===== src/rtl/atrlc_pkg.sv =====
package atrlc_pkg;

    localparam int LINE_CHARS = 64;
    localparam int DATA_CHARS = 64;
    localparam int CMD_CHARS  = 64;

    localparam int LINE_AW = $clog2(LINE_CHARS);
    localparam int DATA_AW = $clog2(DATA_CHARS);
    localparam int CMD_AW  = $clog2(CMD_CHARS);
    localparam int CNT_W   = (CMD_AW > DATA_AW) ? CMD_AW : DATA_AW;
    localparam int CMP_W   = 9;

    localparam int OPCODE_W = 3;
    localparam int BYTE_W   = 8;
    localparam int TIME_W   = 32;
    localparam int INDEX_W  = 6;
    localparam int STATUS_W = 3;
    localparam int LEN_W    = 6;

    typedef enum logic [OPCODE_W-1:0] {
        OP_RESET      = 3'd0,
        OP_CMD_CHAR   = 3'd1,
        OP_WAIT_ECHO  = 3'd2,
        OP_WAIT_PLAIN = 3'd3,
        OP_RX         = 3'd4,
        OP_TIME_CHECK = 3'd5,
        OP_READ       = 3'd6
    } opcode_t;

    typedef enum logic [STATUS_W-1:0] {
        ST_IDLE    = 3'd0,
        ST_PENDING = 3'd1,
        ST_OK      = 3'd2,
        ST_ERROR   = 3'd3,
        ST_PROMPT  = 3'd4,
        ST_TIMEOUT = 3'd5
    } status_t;

    typedef enum logic [3:0] {
        S_IDLE,
        S_EXEC,
        S_ECHO,
        S_ECHO_TAIL,
        S_DECIDE,
        S_COPY,
        S_COPY_TAIL,
        S_READ,
        S_FIN
    } ctrl_state_t;

    typedef struct packed {
        logic capture;
        logic exec;
        logic echo_issue;
        logic classify;
        logic copy_issue;
        logic load_out;
    } ctrl_cmd_t;

    typedef struct packed {
        logic line_event;
        logic echo_check;
        logic echo_last;
        logic keep;
        logic copy_last;
        logic out_free;
    } dp_status_t;

    localparam logic [BYTE_W-1:0] CHAR_LF     = 8'h0A;
    localparam logic [BYTE_W-1:0] CHAR_PROMPT = 8'h3E;
    localparam logic [BYTE_W-1:0] PRINT_LO    = 8'h20;
    localparam logic [BYTE_W-1:0] PRINT_HI    = 8'h7E;

    localparam int OK_LEN    = 2;
    localparam int ERROR_LEN = 5;
    localparam int EXT_LEN   = 10;
    localparam int OK_IW     = $clog2(OK_LEN);
    localparam int ERROR_IW  = $clog2(ERROR_LEN);
    localparam int EXT_IW    = $clog2(EXT_LEN);

    localparam logic [BYTE_W-1:0] TXT_OK [OK_LEN] = '{8'h4F, 8'h4B};
    localparam logic [BYTE_W-1:0] TXT_ERROR [ERROR_LEN] =
        '{8'h45, 8'h52, 8'h52, 8'h4F, 8'h52};
    localparam logic [BYTE_W-1:0] TXT_CME [EXT_LEN] =
        '{8'h2B, 8'h43, 8'h4D, 8'h45, 8'h20, 8'h45, 8'h52, 8'h52, 8'h4F, 8'h52};
    localparam logic [BYTE_W-1:0] TXT_CMS [EXT_LEN] =
        '{8'h2B, 8'h43, 8'h4D, 8'h53, 8'h20, 8'h45, 8'h52, 8'h52, 8'h4F, 8'h52};

endpackage


===== src/rtl/atrlc_if.sv =====
interface atrlc_req_if;
    import atrlc_pkg::*;

    logic                  valid;
    logic                  ready;
    logic [OPCODE_W-1:0]   opcode;
    logic [BYTE_W-1:0]     byte_value;
    logic [TIME_W-1:0]     now_ms;
    logic [TIME_W-1:0]     wait_ms;
    logic [INDEX_W-1:0]    read_index;

    modport source (
        output valid, opcode, byte_value, now_ms, wait_ms, read_index,
        input  ready
    );

    modport sink (
        input  valid, opcode, byte_value, now_ms, wait_ms, read_index,
        output ready
    );
endinterface

interface atrlc_rsp_if;
    import atrlc_pkg::*;

    logic                  valid;
    logic                  ready;
    logic [STATUS_W-1:0]   status;
    logic                  byte_consumed;
    logic                  data_valid;
    logic [LEN_W-1:0]      data_length;
    logic [BYTE_W-1:0]     data_byte;
    logic                  prompt_seen;

    modport source (
        output valid, status, byte_consumed, data_valid, data_length, data_byte,
               prompt_seen,
        input  ready
    );

    modport sink (
        input  valid, status, byte_consumed, data_valid, data_length, data_byte,
               prompt_seen,
        output ready
    );
endinterface


===== src/rtl/atrlc_ram.sv =====
module atrlc_ram #(
    parameter int WIDTH = 8,
    parameter int DEPTH = 64
) (
    input  logic                     clk,
    input  logic                     we,
    input  logic [$clog2(DEPTH)-1:0] waddr,
    input  logic [WIDTH-1:0]         wdata,
    input  logic [$clog2(DEPTH)-1:0] raddr,
    output logic [WIDTH-1:0]         rdata
);
    logic [WIDTH-1:0] mem [DEPTH];

    always_ff @(posedge clk)
    begin
        if (we)
        begin
            mem[waddr] <= wdata;
        end
        rdata <= mem[raddr];
    end
endmodule


===== src/rtl/atrlc_ctrl.sv =====
module atrlc_ctrl (
    input  logic                   clk,
    input  logic                   rst_n,
    input  logic                   req_valid,
    output logic                   req_ready,
    input  atrlc_pkg::dp_status_t  status,
    output atrlc_pkg::ctrl_cmd_t   cmd
);
    import atrlc_pkg::*;

    ctrl_state_t state_reg;
    ctrl_state_t state_next;

    always_ff @(posedge clk or negedge rst_n)
    begin
        if (!rst_n)
        begin
            state_reg <= S_IDLE;
        end
        else
        begin
            state_reg <= state_next;
        end
    end

    always_comb
    begin
        state_next = state_reg;
        cmd        = '0;
        req_ready  = 1'b0;
        case (state_reg)
            S_IDLE:
            begin
                req_ready = 1'b1;
                if (req_valid)
                begin
                    cmd.capture = 1'b1;
                    state_next  = S_EXEC;
                end
            end
            S_EXEC:
            begin
                cmd.exec = 1'b1;
                if (status.line_event)
                begin
                    state_next = status.echo_check ? S_ECHO : S_DECIDE;
                end
                else
                begin
                    state_next = S_READ;
                end
            end
            S_ECHO:
            begin
                cmd.echo_issue = 1'b1;
                if (status.echo_last)
                begin
                    state_next = S_ECHO_TAIL;
                end
            end
            S_ECHO_TAIL:
            begin
                state_next = S_DECIDE;
            end
            S_DECIDE:
            begin
                cmd.classify = 1'b1;
                state_next   = status.keep ? S_COPY : S_READ;
            end
            S_COPY:
            begin
                cmd.copy_issue = 1'b1;
                if (status.copy_last)
                begin
                    state_next = S_COPY_TAIL;
                end
            end
            S_COPY_TAIL:
            begin
                state_next = S_READ;
            end
            S_READ:
            begin
                state_next = S_FIN;
            end
            S_FIN:
            begin
                if (status.out_free)
                begin
                    cmd.load_out = 1'b1;
                    state_next   = S_IDLE;
                end
            end
            default:
            begin
                state_next = S_IDLE;
            end
        endcase
    end
endmodule


===== src/rtl/atrlc_dp.sv =====
module atrlc_dp (
    input  logic                             clk,
    input  logic                             rst_n,
    input  logic [atrlc_pkg::OPCODE_W-1:0]   opcode,
    input  logic [atrlc_pkg::BYTE_W-1:0]     byte_value,
    input  logic [atrlc_pkg::TIME_W-1:0]     now_ms,
    input  logic [atrlc_pkg::TIME_W-1:0]     wait_ms,
    input  logic [atrlc_pkg::INDEX_W-1:0]    read_index,
    input  atrlc_pkg::ctrl_cmd_t             cmd,
    output atrlc_pkg::dp_status_t            status,
    output logic                             resp_valid,
    input  logic                             resp_ready,
    output logic [atrlc_pkg::STATUS_W-1:0]   resp_status,
    output logic                             resp_consumed,
    output logic                             resp_data_valid,
    output logic [atrlc_pkg::LEN_W-1:0]      resp_data_length,
    output logic [atrlc_pkg::BYTE_W-1:0]     resp_data_byte,
    output logic                             resp_prompt
);
    import atrlc_pkg::*;

    // captured item
    opcode_t             op_reg;
    logic [BYTE_W-1:0]   byte_reg;
    logic [TIME_W-1:0]   now_reg;
    logic [TIME_W-1:0]   tmo_reg;
    logic [INDEX_W-1:0]  idx_reg;

    status_t             status_reg,     status_next;
    logic [LINE_AW-1:0]  line_len_reg,   line_len_next;
    logic [CMD_AW-1:0]   cmd_len_reg,    cmd_len_next;
    logic [DATA_AW-1:0]  data_len_reg,   data_len_next;
    logic                data_flag_reg,  data_flag_next;
    logic                prompt_reg,     prompt_next;
    logic [TIME_W-1:0]   start_reg,      start_next;
    logic [TIME_W-1:0]   limit_reg,      limit_next;
    logic [BYTE_W-1:0]   first_reg,      first_next;
    logic                ok_m_reg,       ok_m_next;
    logic                err_m_reg,      err_m_next;
    logic                cme_m_reg,      cme_m_next;
    logic                cms_m_reg,      cms_m_next;
    logic                consumed_reg,   consumed_next;
    logic                eq_reg,         eq_next;
    logic [CNT_W-1:0]    cnt_reg,        cnt_next;
    logic                echo_pend_reg;
    logic                copy_pend_reg;
    logic [CNT_W-1:0]    copy_addr_reg;

    logic                out_valid_reg,  out_valid_next;
    status_t             out_status_reg;
    logic                out_consumed_reg;
    logic                out_dvalid_reg;
    logic [LEN_W-1:0]    out_dlen_reg;
    logic [BYTE_W-1:0]   out_dbyte_reg;
    logic                out_prompt_reg;

    logic                line_we;
    logic                cmd_we;
    logic [BYTE_W-1:0]   line_rd;
    logic [BYTE_W-1:0]   cmd_rd;
    logic [BYTE_W-1:0]   data_rd;

    logic                pending;
    logic                printable;
    logic                is_ok;
    logic                is_err;
    logic                is_prompt;
    logic                keep_req;
    logic                timed_out;
    logic [TIME_W-1:0]   elapsed;
    logic [DATA_AW-1:0]  keep_len;

    atrlc_ram #(.WIDTH(BYTE_W), .DEPTH(LINE_CHARS)) u_line_ram (
        .clk   (clk),
        .we    (line_we),
        .waddr (line_len_reg),
        .wdata (byte_reg),
        .raddr (LINE_AW'(cnt_reg)),
        .rdata (line_rd)
    );

    atrlc_ram #(.WIDTH(BYTE_W), .DEPTH(CMD_CHARS)) u_cmd_ram (
        .clk   (clk),
        .we    (cmd_we),
        .waddr (cmd_len_reg),
        .wdata (byte_reg),
        .raddr (CMD_AW'(cnt_reg)),
        .rdata (cmd_rd)
    );

    atrlc_ram #(.WIDTH(BYTE_W), .DEPTH(DATA_CHARS)) u_data_ram (
        .clk   (clk),
        .we    (copy_pend_reg),
        .waddr (DATA_AW'(copy_addr_reg)),
        .wdata (line_rd),
        .raddr (DATA_AW'(idx_reg)),
        .rdata (data_rd)
    );

    assign pending   = (status_reg == ST_PENDING);
    assign printable = byte_reg inside {[PRINT_LO:PRINT_HI]};
    assign elapsed   = now_reg - start_reg;
    assign timed_out = (elapsed >= limit_reg);

    assign line_we = cmd.exec && (op_reg == OP_RX) && pending && (byte_reg != CHAR_LF)
                     && printable && (line_len_reg != LINE_AW'(LINE_CHARS - 1));
    assign cmd_we  = cmd.exec && (op_reg == OP_CMD_CHAR) && (byte_reg != '0)
                     && (cmd_len_reg != CMD_AW'(CMD_CHARS - 1));

    assign is_ok     = (line_len_reg == LINE_AW'(OK_LEN)) && ok_m_reg;
    assign is_err    = ((line_len_reg == LINE_AW'(ERROR_LEN)) && err_m_reg)
                       || ((CMP_W'(line_len_reg) >= CMP_W'(EXT_LEN))
                           && (cme_m_reg || cms_m_reg));
    assign is_prompt = (first_reg == CHAR_PROMPT);
    assign keep_req  = !eq_reg && !is_ok && (is_err || !is_prompt);
    assign keep_len  = (CMP_W'(line_len_reg) > CMP_W'(DATA_CHARS - 1))
                       ? DATA_AW'(DATA_CHARS - 1) : DATA_AW'(line_len_reg);

    assign status.line_event = (op_reg == OP_RX) && pending && (byte_reg == CHAR_LF)
                               && (line_len_reg != '0);
    assign status.echo_check = (cmd_len_reg != '0)
                               && (CMP_W'(line_len_reg) >= CMP_W'(cmd_len_reg));
    assign status.echo_last  = (cnt_reg == CNT_W'(cmd_len_reg) - CNT_W'(1));
    assign status.keep       = keep_req && !data_flag_reg;
    assign status.copy_last  = (cnt_reg == CNT_W'(data_len_reg) - CNT_W'(1));
    assign status.out_free   = !out_valid_reg || resp_ready;

    always_ff @(posedge clk)
    begin
        if (cmd.capture)
        begin
            op_reg   <= opcode_t'(opcode);
            byte_reg <= byte_value;
            now_reg  <= now_ms;
            tmo_reg  <= wait_ms;
            idx_reg  <= read_index;
        end
        copy_addr_reg <= cnt_reg;
        if (cmd.load_out)
        begin
            out_status_reg   <= status_reg;
            out_consumed_reg <= consumed_reg;
            out_dvalid_reg   <= data_flag_reg;
            out_dlen_reg     <= LEN_W'(data_len_reg);
            out_dbyte_reg    <= (CMP_W'(idx_reg) < CMP_W'(data_len_reg)) ? data_rd : '0;
            out_prompt_reg   <= prompt_reg;
        end
    end

    always_comb
    begin
        status_next    = status_reg;
        line_len_next  = line_len_reg;
        cmd_len_next   = cmd_len_reg;
        data_len_next  = data_len_reg;
        data_flag_next = data_flag_reg;
        prompt_next    = prompt_reg;
        start_next     = start_reg;
        limit_next     = limit_reg;
        first_next     = first_reg;
        ok_m_next      = ok_m_reg;
        err_m_next     = err_m_reg;
        cme_m_next     = cme_m_reg;
        cms_m_next     = cms_m_reg;
        consumed_next  = consumed_reg;
        eq_next        = eq_reg;
        cnt_next       = cnt_reg;

        if (cmd.exec)
        begin
            consumed_next = (op_reg == OP_RX) && pending;
            case (op_reg)
                OP_RESET:
                begin
                    status_next    = ST_IDLE;
                    line_len_next  = '0;
                    cmd_len_next   = '0;
                    data_len_next  = '0;
                    data_flag_next = 1'b0;
                    prompt_next    = 1'b0;
                    start_next     = '0;
                    limit_next     = '0;
                end
                OP_CMD_CHAR:
                begin
                    if (cmd_we)
                    begin
                        cmd_len_next = cmd_len_reg + CMD_AW'(1);
                    end
                end
                OP_WAIT_ECHO, OP_WAIT_PLAIN:
                begin
                    status_next    = ST_PENDING;
                    start_next     = now_reg;
                    limit_next     = tmo_reg;
                    line_len_next  = '0;
                    data_len_next  = '0;
                    data_flag_next = 1'b0;
                    prompt_next    = 1'b0;
                    if (op_reg == OP_WAIT_PLAIN)
                    begin
                        cmd_len_next = '0;
                    end
                end
                OP_RX:
                begin
                    if (status.line_event)
                    begin
                        eq_next  = status.echo_check;
                        cnt_next = '0;
                    end
                    else if (line_we)
                    begin
                        line_len_next = line_len_reg + LINE_AW'(1);
                        if (line_len_reg == '0)
                        begin
                            first_next = byte_reg;
                        end
                        ok_m_next  = ((line_len_reg == '0) || ok_m_reg)
                            && ((CMP_W'(line_len_reg) >= CMP_W'(OK_LEN)) ? 1'b1
                                : (byte_reg == TXT_OK[line_len_reg[OK_IW-1:0]]));
                        err_m_next = ((line_len_reg == '0) || err_m_reg)
                            && ((CMP_W'(line_len_reg) >= CMP_W'(ERROR_LEN)) ? 1'b1
                                : (byte_reg == TXT_ERROR[line_len_reg[ERROR_IW-1:0]]));
                        cme_m_next = ((line_len_reg == '0) || cme_m_reg)
                            && ((CMP_W'(line_len_reg) >= CMP_W'(EXT_LEN)) ? 1'b1
                                : (byte_reg == TXT_CME[line_len_reg[EXT_IW-1:0]]));
                        cms_m_next = ((line_len_reg == '0) || cms_m_reg)
                            && ((CMP_W'(line_len_reg) >= CMP_W'(EXT_LEN)) ? 1'b1
                                : (byte_reg == TXT_CMS[line_len_reg[EXT_IW-1:0]]));
                    end
                end
                OP_TIME_CHECK:
                begin
                    if (pending)
                    begin
                        if ((line_len_reg != '0) && is_prompt)
                        begin
                            prompt_next   = 1'b1;
                            status_next   = ST_PROMPT;
                            line_len_next = '0;
                        end
                        else if (timed_out)
                        begin
                            status_next = ST_TIMEOUT;
                        end
                    end
                end
                default:
                begin
                end
            endcase
        end

        if (echo_pend_reg)
        begin
            eq_next = eq_reg && (line_rd == cmd_rd);
        end

        if (cmd.echo_issue || cmd.copy_issue)
        begin
            cnt_next = cnt_reg + CNT_W'(1);
        end

        if (cmd.classify)
        begin
            line_len_next = '0;
            cnt_next      = '0;
            if (!eq_reg)
            begin
                if (is_ok)
                begin
                    status_next = ST_OK;
                end
                else if (is_err)
                begin
                    status_next = ST_ERROR;
                end
                else if (is_prompt)
                begin
                    prompt_next = 1'b1;
                    status_next = ST_PROMPT;
                end
            end
            if (status.keep)
            begin
                data_len_next  = keep_len;
                data_flag_next = 1'b1;
            end
        end
    end

    always_comb
    begin
        out_valid_next = out_valid_reg;
        if (cmd.load_out)
        begin
            out_valid_next = 1'b1;
        end
        else if (resp_ready)
        begin
            out_valid_next = 1'b0;
        end
    end

    always_ff @(posedge clk or negedge rst_n)
    begin
        if (!rst_n)
        begin
            status_reg    <= ST_IDLE;
            line_len_reg  <= '0;
            cmd_len_reg   <= '0;
            data_len_reg  <= '0;
            data_flag_reg <= 1'b0;
            prompt_reg    <= 1'b0;
            start_reg     <= '0;
            limit_reg     <= '0;
            first_reg     <= '0;
            ok_m_reg      <= 1'b0;
            err_m_reg     <= 1'b0;
            cme_m_reg     <= 1'b0;
            cms_m_reg     <= 1'b0;
            consumed_reg  <= 1'b0;
            eq_reg        <= 1'b0;
            cnt_reg       <= '0;
            echo_pend_reg <= 1'b0;
            copy_pend_reg <= 1'b0;
            out_valid_reg <= 1'b0;
        end
        else
        begin
            status_reg    <= status_next;
            line_len_reg  <= line_len_next;
            cmd_len_reg   <= cmd_len_next;
            data_len_reg  <= data_len_next;
            data_flag_reg <= data_flag_next;
            prompt_reg    <= prompt_next;
            start_reg     <= start_next;
            limit_reg     <= limit_next;
            first_reg     <= first_next;
            ok_m_reg      <= ok_m_next;
            err_m_reg     <= err_m_next;
            cme_m_reg     <= cme_m_next;
            cms_m_reg     <= cms_m_next;
            consumed_reg  <= consumed_next;
            eq_reg        <= eq_next;
            cnt_reg       <= cnt_next;
            echo_pend_reg <= cmd.echo_issue;
            copy_pend_reg <= cmd.copy_issue;
            out_valid_reg <= out_valid_next;
        end
    end

    assign resp_valid       = out_valid_reg;
    assign resp_status      = out_status_reg;
    assign resp_consumed    = out_consumed_reg;
    assign resp_data_valid  = out_dvalid_reg;
    assign resp_data_length = out_dlen_reg;
    assign resp_data_byte   = out_dbyte_reg;
    assign resp_prompt      = out_prompt_reg;

    a_load_when_free: assert property (@(posedge clk) disable iff (!rst_n)
        cmd.load_out |-> (!out_valid_reg || resp_ready))
        else $error("result register overwritten before transfer");

    a_consume_pending: assert property (@(posedge clk) disable iff (!rst_n)
        (cmd.exec && (op_reg == OP_RX) && !pending) |=> !consumed_reg)
        else $error("byte consumed while no wait pending");

    a_echo_needs_cmd: assert property (@(posedge clk) disable iff (!rst_n)
        cmd.echo_issue |-> (cmd_len_reg != '0))
        else $error("echo compare with empty command");

    a_copy_flagged: assert property (@(posedge clk) disable iff (!rst_n)
        copy_pend_reg |-> data_flag_reg)
        else $error("data store written without data line flag");
endmodule


===== src/rtl/at_response_line_classifier.sv =====
// Channel | Dir | Transfer when        | Payload
// req     | in  | req.valid & ready    | opcode, byte_value, now_ms, wait_ms, read_index
// resp    | out | resp.valid & ready   | status, byte_consumed, data_valid, data_length,
//         |     |                      | data_byte, prompt_seen
//
// One item at a time. An LF closing a non-empty line adds an echo compare over the
// stored command length (when the line is at least that long), a classify step and,
// when the line is stored, a line copy of the kept length: the single read port of
// the line store sets these sweeps.
// Reset clears all control state; the stores are not cleared and are only read below
// their lengths. A stalled result is held in the output register while the next
// item is taken; that item waits for the register before it completes.
module at_response_line_classifier (
    input  logic        clk,
    input  logic        rst_n,
    atrlc_req_if.sink   req,
    atrlc_rsp_if.source resp
);
    import atrlc_pkg::*;

    ctrl_cmd_t  cmd;
    dp_status_t dp_status;
    logic       ready;

    atrlc_ctrl u_ctrl (
        .clk       (clk),
        .rst_n     (rst_n),
        .req_valid (req.valid),
        .req_ready (ready),
        .status    (dp_status),
        .cmd       (cmd)
    );

    atrlc_dp u_dp (
        .clk              (clk),
        .rst_n            (rst_n),
        .opcode           (req.opcode),
        .byte_value       (req.byte_value),
        .now_ms           (req.now_ms),
        .wait_ms          (req.wait_ms),
        .read_index       (req.read_index),
        .cmd              (cmd),
        .status           (dp_status),
        .resp_valid       (resp.valid),
        .resp_ready       (resp.ready),
        .resp_status      (resp.status),
        .resp_consumed    (resp.byte_consumed),
        .resp_data_valid  (resp.data_valid),
        .resp_data_length (resp.data_length),
        .resp_data_byte   (resp.data_byte),
        .resp_prompt      (resp.prompt_seen)
    );

    assign req.ready = ready;
endmodule

===== src/flat_wrapper.sv =====
// flat-port wrapper written by rule: the top's interface ports become plain ports
module at_response_line_classifier_flat import atrlc_pkg::*;
  (clk, rst_n, req_valid, req_opcode, req_byte_value, req_now_ms, req_wait_ms, req_read_index, req_ready, resp_valid, resp_status, resp_byte_consumed, resp_data_valid, resp_data_length, resp_data_byte, resp_prompt_seen, resp_ready);
  atrlc_req_if req_i ();
  atrlc_rsp_if resp_i ();
  input  logic clk;
  input  logic rst_n;
  input wire logic [$bits(req_i.valid)-1:0] req_valid;
  input wire logic [$bits(req_i.opcode)-1:0] req_opcode;
  input wire logic [$bits(req_i.byte_value)-1:0] req_byte_value;
  input wire logic [$bits(req_i.now_ms)-1:0] req_now_ms;
  input wire logic [$bits(req_i.wait_ms)-1:0] req_wait_ms;
  input wire logic [$bits(req_i.read_index)-1:0] req_read_index;
  output wire logic [$bits(req_i.ready)-1:0] req_ready;
  output wire logic [$bits(resp_i.valid)-1:0] resp_valid;
  output wire logic [$bits(resp_i.status)-1:0] resp_status;
  output wire logic [$bits(resp_i.byte_consumed)-1:0] resp_byte_consumed;
  output wire logic [$bits(resp_i.data_valid)-1:0] resp_data_valid;
  output wire logic [$bits(resp_i.data_length)-1:0] resp_data_length;
  output wire logic [$bits(resp_i.data_byte)-1:0] resp_data_byte;
  output wire logic [$bits(resp_i.prompt_seen)-1:0] resp_prompt_seen;
  input wire logic [$bits(resp_i.ready)-1:0] resp_ready;
  assign req_i.valid = req_valid;
  assign req_i.opcode = req_opcode;
  assign req_i.byte_value = req_byte_value;
  assign req_i.now_ms = req_now_ms;
  assign req_i.wait_ms = req_wait_ms;
  assign req_i.read_index = req_read_index;
  assign req_ready = req_i.ready;
  assign resp_valid = resp_i.valid;
  assign resp_status = resp_i.status;
  assign resp_byte_consumed = resp_i.byte_consumed;
  assign resp_data_valid = resp_i.data_valid;
  assign resp_data_length = resp_i.data_length;
  assign resp_data_byte = resp_i.data_byte;
  assign resp_prompt_seen = resp_i.prompt_seen;
  assign resp_i.ready = resp_ready;
  at_response_line_classifier u_core (.clk(clk), .rst_n(rst_n), .req(req_i), .resp(resp_i));
endmodule

===== config.mk =====
export PLATFORM = sky130hd
export DESIGN_NAME = at_response_line_classifier_flat
export DESIGN_NICKNAME = d
export VERILOG_FILES = /design/src/rtl/atrlc_pkg.sv /design/src/rtl/atrlc_if.sv /design/src/rtl/atrlc_ram.sv /design/src/rtl/atrlc_ctrl.sv /design/src/rtl/atrlc_dp.sv /design/src/rtl/at_response_line_classifier.sv /design/src/flat_wrapper.sv
export SDC_FILE = /design/constraint.sdc
export NUM_CORES = 2
export LEC_CHECK = 0
export ABC_AREA = 1
export ABC_CLOCK_PERIOD_IN_PS = 4370
export BUFFER_PORTS_ARGS = -buffer_cell sky130_fd_sc_hd__buf_4
export CAP_MARGIN = 20
export CORE_UTILIZATION = 45
export DETAILED_ROUTE_END_ITERATION = 6
export PLACE_DENSITY_LB_ADDON = 0.25
export SLEW_MARGIN = 10
export SYNTH_ARGS = -nofsm -noshare
export SYNTH_HDL_FRONTEND = slang
export SYNTH_SLANG_ARGS = --single-unit

===== constraint.sdc =====
create_clock -name clk -period 4.37 [get_ports clk]
set_clock_uncertainty 0.15 [all_clocks]
set_input_delay 0.874 -clock clk [delete_from_list [all_inputs] [get_ports clk]]
set_output_delay 0.874 -clock clk [all_outputs]
set_load 0.05 [all_outputs]

==> metrics.txt <==
Hold Slack 0.0652 ns; number of synthesized flops with an enable pin 1637; Critical Path RT 4.66 ns; drt initial violations 4904; Crit Path Max Fanout 13; worst path cell trace nor2_1 -> nand2_1 -> nor2_1 -> nand4_1 -> nand4_1 -> nor2_1 -> nand3_1 -> nor2_1; Final Util 0.513; Mapped Cells 6027; post-CTS sizing 0; crit-path max cell delay 0.71 ns; worst hold path class primary input to register; Pre-antenna DRT Iters 6; Final HPWL DP 116000 µm; PortBufs 106; Initial Utilization 0.456; Final ANT Viol Nets 0; non-filler cells, final approximately 8400; max layer used met4; pin count of the biggest net entering global routing 163; die width ~410 µm; commonest non-fill, non-tap cell in the layout edfxtp_1; synthesized cell area 0.0735 mm²; CTS clk-pin slew, worst paths roughly 0.06 ns; Final WS setup 0.848 ns; Clock Root Buffer clkbuf_16; Top delay family on crit path simple AND/OR/NAND/NOR gates; FF+latch count, synth 1781; Post-route DRC 0; Num CTS Buffers 180; fin area approximately 0.083 mm²; Row Count 147; crit path launch u_core.u_dp.byte_reg[5]$_DFFE_PP_; Place WS 0.843 ns; fmax 284 MHz; placed cell area 0.0770 mm²; commonest cells after routing, fill and taps aside 1637 x edfxtp_1, 873 x nand2_1, 842 x nor2_1; worst vdd ir 549 µV; ranking of synthesized cells by area edfxtp_1 67%, o21ai_0 4.5%, nand2_1 4.5%; clk sink count 1781; first-pass GRT wire length 292000 µm; core area about 0.16 mm²; Net Switching ~16 mW; Final Wtd Congestion 0.877; Avg Inst Size Synth 12.2 µm²; Die H 406 µm; initial antenna violation count 0; Setup TNS Final 0 ns; final WL 195000 µm; Final nets 6302; CTS tree yes; Async SR Flop Fraction 0.0640; sequential power share 0.422; share of layout cells above drive strength 1 0.0898; R2R Path Start u_core.u_dp.byte_reg[5]$_DFFE_PP_; hold path start req_now_ms[15]; top-area cell type share of the netlist area 0.668; Max clock buf depth 3; syn nets 6202; Tightest Pin Transition ~1.1 ns; Static Leakage ~29 nW; sum of buffers and inverters on the critical path 0; Comb pwr share 0.269; max cap viols 0; biggest regs u_core.u_dp.u_cmd_ram.mem (512), u_core.u_dp.u_data_ram.mem (512), u_core.u_dp.u_line_ram.mem (512); Routed met3 length 12900 µm; yosys warns 0; final setup violation count 0; top cell type by total area after synthesis edfxtp_1; number of vias per cell approximately 5.7; Slew Viols, Final 0; crit end category register; Area Growth Syn to Fin 12.6%; RSZ-0062 raised after global routing no; Seq/Total Area, Yosys 0.715; Int Power between 30 and 40 mW; Final Critical Period between 3 and 4 ns; die footprint 0.165 mm²; WP data arrival approximately 3.8 ns; vias in the first global route 45900; Tot GR Track Use 0.235; clock power share 0.308; ANT cells 0; wl on met1 84400 µm; main flop type after synthesis edfxtp_1; Final Hold Fails 0; H-tree levels 4; total power draw 49.1 mW; grt total ovfl 0; switch share 0.335; total number of vias roughly 48000; # IOs 107; Critical Path Most Common Cell nor2_1; Slowest-stage cell, CP nor2_1; relative slew slack 0.226; nature of the critical path startpoint register; power per cell area 594 mW/mm²; fin crit share 0.806; Clk Latency, worst-skew pair between 0.8 and 0.9 ns; routed len/inst approximately 23 µm; Met2 Wirelength 92200 µm; critical path class register to register; dpl cells between 8000 and 9000; outcome finished clean; unique cell type count in the Yosys netlist 48
[path summary, 6_finish.rpt]
| path | to | slack, ns | depth (start not counted) |
|---|---|---|---|
| worst max-delay path | u_core.u_dp.u_cmd_ram.mem[29][2]$_DFFE_PP_ | 0.85 | 8 |
| worst min-delay path | u_core.u_dp.now_reg[15]$_DFFE_PP_ | 0.07 | 1 |
| worst max register to register | u_core.u_dp.u_cmd_ram.mem[29][2]$_DFFE_PP_ | 0.85 | 8 |
| worst min register to register | u_core.u_dp.resp_prompt$_DFFE_PP_ | 0.29 | 0 |
| max in group asynchronous | u_core.u_dp.data_len_reg[5]$_DFF_PN0_ | 2.74 | 3 |
| min in group asynchronous | u_core.u_dp.start_reg[15]$_DFFE_PN0P_ | 0.46 | 2 |
[repair_timing]
item,in CTS,in global routing
endpoints found under the setup margin,0,0
buffers inserted,0,0
endpoints found under the hold margin,67,0
hold buffers,1,0
[cells in the mapped netlist (3+ instances only)]
library cell and count:
buf_4 14, nand2_1 874, nand4_1 26, dfxtp_1 30, dfrtp_1 114, inv_1 198, xnor2_1 20, o211ai_1 106
buf_2 108, xor2_1 35, o21ai_0 660, nor4_1 4, a21oi_1 269, o21ai_1 110, inv_2 12, nand2_2 4
ha_1 89, nor3_1 26, buf_1 25, nand3_1 195, clkbuf_1 188, a31oi_1 5, o22ai_1 254, nor2_1 847
o21bai_1 3, edfxtp_1 1637, a21o_1 5, buf_6 3, nand3b_1 4, o221ai_1 9, mux2i_1 128, or2_2 3
[power groups by stage]
stage	clock, mW	combinational, mW	sequential [mW]
after CTS	15.4	13.2	20.7
after global placement	0	13.0	21.1
after detailed placement	0	13.2	21.1
after floorplan	0	8.16	21.4
after global routing	16.0	14.6	20.8
final	15.2	13.2	20.8
[final cells by class]
type                            instances  area, µm²
Clock buffer                          242       4910
Clock inverter                         92        877
Fill cell                           13900      78500
Inverter                              211        810
Multi-Input combinational cell       3697      18700
Sequential cell                      1781      52600
Tap cell                             2160       2700
Timing Repair Buffer                  256       2170
[worst reg2reg max path, stage by stage (launching register included)]
cell and delay (ns):
edfxtp_1 0.65, nor2_1 0.11, nand2_1 0.09, nor2_1 0.07, nand4_1 0.27, nand4_1 0.32
nor2_1 0.26, nand3_1 0.50, nor2_1 0.72
[layer usage]
metal / vias up / track usage
li1: 22000 / -
met1: 23800 / 0.330
met4: 0 / 0.0722
met2: 1713 / 0.379
met3: 311 / 0.0330
met5: - / 0
[cells by family after synthesis]
logic type	Yosys count	synth area share
simple gates	1992	0.108
flops	1781	0.715
compound gates	1431	0.107
buf+inv	549	0.0309
mux	129	0.0176
fa+ha+maj	90	0.0154
xor+xnor	55	0.00655
(Power assumes the default switching activity.)
